==> config.mk <==
export PLATFORM = sky130hd
export DESIGN_NAME = dmxtb_ctrl
export DESIGN_NICKNAME = d
export VERILOG_FILES = /design/src/hw/rtl/dmxtb_pkg.sv /design/src/hw/rtl/dmxtb_ctrl.sv
export VERILOG_INCLUDE_DIRS = /design/src /design/src/hw/rtl
export SDC_FILE = /design/constraint.sdc
export NUM_CORES = 1
export LEC_CHECK = 0
export BUFFER_PORTS_ARGS = -buffer_cell sky130_fd_sc_hd__buf_2
export CORE_MARGIN = 2
export CORE_UTILIZATION = 50
export CTS_BUF_LIST = sky130_fd_sc_hd__clkbuf_4 sky130_fd_sc_hd__clkbuf_8
export DETAILED_ROUTE_END_ITERATION = 12
export HOLD_SLACK_MARGIN = 0.1
export PLACE_DENSITY = 0.71
export SYNTH_ARGS = -nofsm -noshare
export SYNTH_HDL_FRONTEND = slang
export SYNTH_SLANG_ARGS = --single-unit
==> constraint.sdc <==
create_clock -name clk -period 5.01 [get_ports clk]
set_input_delay 0.501 -clock clk [delete_from_list [all_inputs] [get_ports clk]]
set_output_delay 0.501 -clock clk [all_outputs]
set_load 0.1 [all_outputs]
==> src/hw/rtl/dmx_frame_triple_buffer_unit_macros.svh <==
// Assertion macros for the frame triple buffer RTL.
`ifndef DMX_FRAME_TRIPLE_BUFFER_UNIT_MACROS_SVH
`define DMX_FRAME_TRIPLE_BUFFER_UNIT_MACROS_SVH

// Same-cycle implication, sampled on clk, off while rst_n is low.
`define DMXTB_ASSERT_NOW(lbl, ante, cons, msg) \
  lbl: assert property (@(posedge clk) disable iff (!rst_n) (ante) |-> (cons)) \
    else $error(msg);

// Next-cycle implication, sampled on clk, off while rst_n is low.
`define DMXTB_ASSERT_NEXT(lbl, ante, cons, msg) \
  lbl: assert property (@(posedge clk) disable iff (!rst_n) (ante) |=> (cons)) \
    else $error(msg);

`endif

==> src/hw/rtl/dmxtb_pkg.sv <==
// Shared types and constants for the frame triple buffer.
`timescale 1ns / 1ps
`default_nettype none
package dmxtb_pkg;

  typedef enum logic [1:0] {
    OP_LOAD    = 2'd0,
    OP_COMMIT  = 2'd1,
    OP_ACQUIRE = 2'd2,
    OP_READ    = 2'd3
  } op_t;

  // Buffer index held by a role (back, middle, front).
  typedef logic [1:0] role_t;

  localparam role_t ROLE_BACK_RST   = 2'd0;
  localparam role_t ROLE_MIDDLE_RST = 2'd1;
  localparam role_t ROLE_FRONT_RST  = 2'd2;

  localparam int DATA_W      = 8;
  localparam int TAG_PORT_W  = 32;
  localparam int IDX_W       = 9;
  localparam int SLOT_PORT_W = 10;

  typedef logic [DATA_W-1:0]      data_t;
  typedef logic [TAG_PORT_W-1:0]  tag_port_t;
  typedef logic [IDX_W-1:0]       idx_t;
  typedef logic [SLOT_PORT_W-1:0] slot_port_t;

  // Per-beat status handed from control to the output stage.
  typedef struct packed {
    logic       read_hit;
    slot_port_t front_slots;
    tag_port_t  front_tag;
    slot_port_t posted_slots;
    tag_port_t  posted_tag;
    logic       took_new;
    logic       dropped;
  } result_t;

endpackage
`default_nettype wire

==> src/hw/rtl/dmxtb_ctrl.sv <==
// Role indices, slot counts, tags and frame store addressing.
`timescale 1ns / 1ps
`default_nettype none
`include "dmx_frame_triple_buffer_unit_macros.svh"
module dmxtb_ctrl #(
  parameter int MAX_SLOTS = 512,
  parameter int TAG_BITS  = 32,
  localparam int AW = $clog2(3 * MAX_SLOTS)
) (
  input  wire logic               clk,
  input  wire logic               rst_n,
  input  wire logic               start,
  input  wire logic [1:0]         opcode,
  input  wire dmxtb_pkg::data_t   data_byte,
  input  wire dmxtb_pkg::tag_port_t frame_tag,
  input  wire dmxtb_pkg::idx_t    read_index,
  output logic                    busy,
  output logic                    out_valid,
  output dmxtb_pkg::result_t      result,
  output logic                    mem_we,
  output logic [AW-1:0]           mem_waddr,
  output dmxtb_pkg::data_t        mem_wdata,
  output logic                    mem_re,
  output logic [AW-1:0]           mem_raddr
);

  localparam int PW = $clog2(MAX_SLOTS + 1);
  localparam int TW = (TAG_BITS < dmxtb_pkg::TAG_PORT_W) ? TAG_BITS : dmxtb_pkg::TAG_PORT_W;

  dmxtb_pkg::role_t back_r, back_nxt, mid_r, mid_nxt, front_r, front_nxt;
  logic              fresh_r, fresh_nxt;
  logic [PW-1:0]     ptr_r, ptr_nxt;
  logic [PW-1:0]     slots_r [3];
  logic [PW-1:0]     slots_nxt [3];
  logic [TW-1:0]     tags_r [3];
  logic [TW-1:0]     tags_nxt [3];
  logic [PW-1:0]     post_slots_r, post_slots_nxt;
  logic [TW-1:0]     post_tag_r, post_tag_nxt;
  logic              busy_r;
  logic              out_valid_r;
  dmxtb_pkg::result_t res_r, res_nxt;

  logic              accept;
  dmxtb_pkg::op_t    op;
  logic              hit;
  logic              took;
  logic              drop;

  logic              roles_ok;
  logic              take_commit;
  logic              take_fresh;

  function automatic logic [AW-1:0] base_of(dmxtb_pkg::role_t r);
    logic [AW-1:0] b;
    case (r)
      2'd1:    b = AW'(MAX_SLOTS);
      2'd2:    b = AW'(2 * MAX_SLOTS);
      default: b = '0;
    endcase
    return b;
  endfunction

  assign accept = start && !busy_r;
  assign op     = dmxtb_pkg::op_t'(opcode);

  always_comb begin
    back_nxt       = back_r;
    mid_nxt        = mid_r;
    front_nxt      = front_r;
    fresh_nxt      = fresh_r;
    ptr_nxt        = ptr_r;
    slots_nxt      = slots_r;
    tags_nxt       = tags_r;
    post_slots_nxt = post_slots_r;
    post_tag_nxt   = post_tag_r;
    hit            = 1'b0;
    took           = 1'b0;
    drop           = 1'b0;
    mem_we         = 1'b0;
    if (accept) begin
      unique case (op)
        dmxtb_pkg::OP_LOAD: begin
          if (ptr_r < PW'(MAX_SLOTS)) begin
            mem_we  = 1'b1;
            ptr_nxt = ptr_r + PW'(1);
          end else begin
            drop = 1'b1;
          end
        end
        dmxtb_pkg::OP_COMMIT: begin
          slots_nxt[back_r] = ptr_r;
          tags_nxt[back_r]  = frame_tag[TW-1:0];
          post_slots_nxt    = ptr_r;
          post_tag_nxt      = frame_tag[TW-1:0];
          back_nxt          = mid_r;
          mid_nxt           = back_r;
          fresh_nxt         = 1'b1;
          ptr_nxt           = '0;
        end
        dmxtb_pkg::OP_ACQUIRE: begin
          if (fresh_r) begin
            mid_nxt   = front_r;
            front_nxt = mid_r;
            fresh_nxt = 1'b0;
            took      = 1'b1;
          end
        end
        dmxtb_pkg::OP_READ: begin
          hit = (int'(read_index) < int'(slots_r[front_r])) &&
                (int'(read_index) < MAX_SLOTS);
        end
        default: ;
      endcase
    end
  end

  assign mem_waddr = base_of(back_r) + AW'(ptr_r);
  assign mem_wdata = data_byte;
  assign mem_re    = hit;
  assign mem_raddr = base_of(front_r) + AW'(read_index);

  always_comb begin
    res_nxt.read_hit     = hit;
    res_nxt.front_slots  = dmxtb_pkg::slot_port_t'(slots_nxt[front_nxt]);
    res_nxt.front_tag    = dmxtb_pkg::tag_port_t'(tags_nxt[front_nxt]);
    res_nxt.posted_slots = dmxtb_pkg::slot_port_t'(post_slots_nxt);
    res_nxt.posted_tag   = dmxtb_pkg::tag_port_t'(post_tag_nxt);
    res_nxt.took_new     = took;
    res_nxt.dropped      = drop;
  end

  always_ff @(posedge clk) begin
    if (!rst_n) begin
      back_r       <= dmxtb_pkg::ROLE_BACK_RST;
      mid_r        <= dmxtb_pkg::ROLE_MIDDLE_RST;
      front_r      <= dmxtb_pkg::ROLE_FRONT_RST;
      fresh_r      <= 1'b0;
      ptr_r        <= '0;
      slots_r      <= '{default: '0};
      tags_r       <= '{default: '0};
      post_slots_r <= '0;
      post_tag_r   <= '0;
      busy_r       <= 1'b1;
      out_valid_r  <= 1'b0;
    end else begin
      back_r       <= back_nxt;
      mid_r        <= mid_nxt;
      front_r      <= front_nxt;
      fresh_r      <= fresh_nxt;
      ptr_r        <= ptr_nxt;
      slots_r      <= slots_nxt;
      tags_r       <= tags_nxt;
      post_slots_r <= post_slots_nxt;
      post_tag_r   <= post_tag_nxt;
      busy_r       <= 1'b0;
      out_valid_r  <= accept;
    end
  end

  // Result payload: no reset needed.
  always_ff @(posedge clk) begin
    if (accept) begin
      res_r <= res_nxt;
    end
  end

  assign busy      = busy_r;
  assign out_valid = out_valid_r;
  assign result    = res_r;

  assign roles_ok    = (back_r != mid_r) && (mid_r != front_r) && (back_r != front_r);
  assign take_commit = accept && (op == dmxtb_pkg::OP_COMMIT);
  assign take_fresh  = accept && (op == dmxtb_pkg::OP_ACQUIRE) && fresh_r;

  `DMXTB_ASSERT_NOW(a_roles_distinct, 1'b1, roles_ok, "buffer roles collide")
  `DMXTB_ASSERT_NOW(a_ptr_bound, 1'b1, ptr_r <= PW'(MAX_SLOTS), "load pointer past capacity")
  `DMXTB_ASSERT_NEXT(a_commit_fresh, take_commit, fresh_r && (ptr_r == '0), "commit not posted")
  `DMXTB_ASSERT_NEXT(a_acquire_take, take_fresh, res_r.took_new && !fresh_r, "acquire missed")
  `DMXTB_ASSERT_NEXT(a_one_result, accept, out_valid_r, "accepted beat gave no result")

endmodule
`default_nettype wire

==> impl_metrics.ini <==
[worst_setup_path]
slowest_stage = dfxtp_1
r2r_cells = 5
end_kind = output pin
worst_path_dominant_cell_family = flip-flops
critical_path_arrival_ps = 3380
cp.depth = 8
path_cells = nor2b_1 > a21oi_1 > ha_1 > a21o_1 > a21oi_1 > nand4_1 > o21ai_1 > buf_2
critical_path.startpoint_type = flop
cpPeakStageDelay_ps = 870
path_buf_inv = 1
path_max_fanout = 16
critPathKind = flop to output pin
crit_top_cell = a21oi_1
worstPathRequired_ps = 4510

[placement]
place_congestion = 0.792
port_buffers = 158
place_hpwl_um = 16200
dp_slack_ps = 1670

[cts]
cts.hold.buffers_added = 0
cts_resized = 0
clockBufferDepth = 3
clk_pin_slew_worst_paths_ps = 60
cts-htree-levels = 2
post_cts_buffers = 0
cts_tree = done
cts_root_buf = clkbuf_8
cts.sinks = 274
clkLatencyLatePin_ps = 550
numCtsBuffers = 45

[sta]
slew_violations = 0
final.setup.tns_ps = 0
fmax_mhz = 258
tightest_slew_ps = 1250
rsz0062_at_grt = no
setup_slack_ps = 1130
fin_skew_ps = 15.8
slew_headroom_pct = 16.4
min_period_ps = 3880
hold_viol_final = 0
period_share_pct = 77.5
setup_viol = 0

[synth]
synth_compound_area_share_pct = 13.8
synthTopCellsByArea = dfxtp_1 32%, edfxtp_1 22%, mux2_4 5.2%, and2_1 4.7%, nand2_1 4.5%
synth-simple-area-share_pct = 13.1
synth_mux_area_share_pct = 11.0
synth_top_area_share_pct = 32.2
synth_cells = 1075
syn_avg_cell_area_um2 = 10.8
syn_area_um2 = 11600
synth_top_family_by_area = compound AO/OA/AOI/OAI gates
syn_nets = 1143
synth_top_area_cell = dfxtp_1
synth_xor_area_share_pct = 0.603
yosys_warnings = 0
ys_seq_elements = 274
synthArstFlopShare_pct = 0
synth-edff-count = 87
synthAdderAreaFrac_pct = 1.51
synthFlopType = dfxtp_1
netlist-cell-type-count = 42
seq_area_frac_synth_pct = 54.7

[run]
maxCapViolations = 0

[global_route]
antenna_found_initial = 0
track_usage_pct = 23.0
grt-ovfl-total = 0
grt_pass1_vias = 8338
grt_max_degree = 89
grt_pass1_wl_um = 44900

[route]
dr.pass1.iters = 5
vias_per_cell = 5.67
wirelength_um = 28400
antenna_left = 0
avgRoutedWirePerCell_um = 19.0
drtIter0Drc = 535
drc_errors = 0
vias = 8500

[floorplan]
die_x_um = 156
dieArea_um2 = 24500
start_util_pct = 51.1
io_pins = 175
core-area_um2 = 22700
die_y_um = 156
core.rowCount = 55

[power]
ir_drop_mv = 0.234
power.switching_fraction_pct = 25.6
p_leak_nw = 5.66
p_switching_mw = 1.24
p_seq_share_pct = 48.4
share_comb_of_total_power_pct = 8.6
power.internal_mw = 3.60
clkPwrFrac_pct = 43.0
powerDensity_nw_per_um2 = 365

[finish]
drive_gt1_share_pct = 28.6
syn_to_final_growth_pct = 14.4
finalNetCount = 1246
fillers = 1945
antenna_cells = 0

[status]
outcome = finished clean

[min_path]
min_path_type = input port to flop
hold-path-cell-count = 3
-- flip-flops by register name, indices dropped and copies added (netlist names) --
signal / count
tags_r: 96
result: 87
post_tag_r: 32
slots_r: 30
post_slots_r: 10
ptr_r: 10
back_r: 2
front_r: 2
mid_r: 2
busy: 1
fresh_r: 1
out_valid: 1
-- worst paths after layout --
check,from,slack [ps],endpoint
setup / recovery,front_r[1],1130,mem_re
hold / removal,frame_tag[4],250,post_tag_r[4]
setup reg to reg,busy,2310,fresh_r
hold reg to reg,post_tag_r[5],460,post_tag_r[5]
-- cell type report --
type                            instances  area, µm²  area share, %
Sequential cell                       274       6360           47.8
Multi-Input combinational cell        683       4700           35.4
Clock buffer                           75        913           6.87
Timing Repair Buffer                  167        858           6.46
Tap cell                              285        357           2.68
Clock inverter                          8       70.1          0.527
Inverter                                7       31.3          0.235
-- worst reg2reg max path: cells and delay by family (launching register included) --
kind	cells	cell delay [ps]
AOI/OAI and AO/OA	2	340
DFF	1	390
and+or+nand+nor	1	320
buffers and inverters	2	1500
-- logic make-up after synthesis --
family	after synthesis
adders and majority gates	14
and+or+nand+nor	313
muxes	102
xor gates and xnor gates	8
AOI/OAI and AO/OA	246
buffers and inverters	118
DFF	274
-- cell usage in the layout, fill, tap and decap left out, types with 2 or more instances in the layout --
cell	count
clkinvlp_4	3
a2111oi_0	5
nor2b_1	4
nand4_1	4
buf_4	9
nand3_1	43
clkinv_2	6
o311ai_0	2
o21ai_0	43
buf_2	158
inv_1	5
nand2_1	137
clkbuf_4	19
nor2_1	23
clkbuf_8	56
mux2_2	45
xnor2_1	8
mux2i_1	15
edfxtp_1	87
a21oi_1	100
a221o_1	42
a211oi_1	46
dfxtp_1	187
o21ai_1	2
mux2_4	40
ha_1	14
and2_1	87
nand2b_1	3
-- power groups by stage --
stage	Clock [mW]	Combinational, mW	Sequential, mW
3_5_place_dp	0	0.417	2.39
4_1_cts	2.12	0.418	2.34
2_1_floorplan	0	0.177	2.57
6_report	2.08	0.417	2.34
5_1_grt	2.21	0.437	2.34
3_3_place_gp	0	0.415	2.39
-- routing by layer --
| layer | share of wire [%] | track usage (%) | routed length [µm] | vias up |
|---|---|---|---|---|
| li1 | - | - | - | 4050 |
| met5 | 0 | 0 | 0 | - |
| met4 | 2.3 | 8.13 | 663 | 0 |
| met2 | 48 | 39.1 | 13600 | 252 |
| met1 | 44 | 29.7 | 12600 | 4150 |
| met3 | 5.3 | 3.88 | 1510 | 48 |
-- synthesized netlist by cell type, types with 2 or more instances --
cell type  number
buf_1           5
nand4_1         4
a211oi_1       46
xnor2_1         8
o21ai_0        44
clkbuf_1       60
nand3_1        43
buf_4          27
edfxtp_1       87
buf_6           6
a21oi_1       100
nand2b_1        4
ha_1           14
dfxtp_1       187
nor2_1         24
mux2i_1        16
nand2_1       138
mux2_4         40
a221o_1        42
buf_2          13
mux2_2         44
inv_1           7
o311ai_0        2
and2_1         87
nor2b_1         5
a2111oi_0       5
mux2_1          2
-- stage by stage --
step,hold WS (ps),power [mW],cell area (µm²),util [%],cells
3_3_place_gp,450,2.81,12300,54.2,1416
4_1_cts,227,4.88,13300,58.5,1499
6_report,250,4.84,13300,58.5,1499
2_1_floorplan,437,2.74,11600,-,1075
3_5_place_dp,455,2.81,12300,54.2,1416
5_1_grt,246,4.99,13300,58.5,1499
Power figures use the tool's default switching activity.
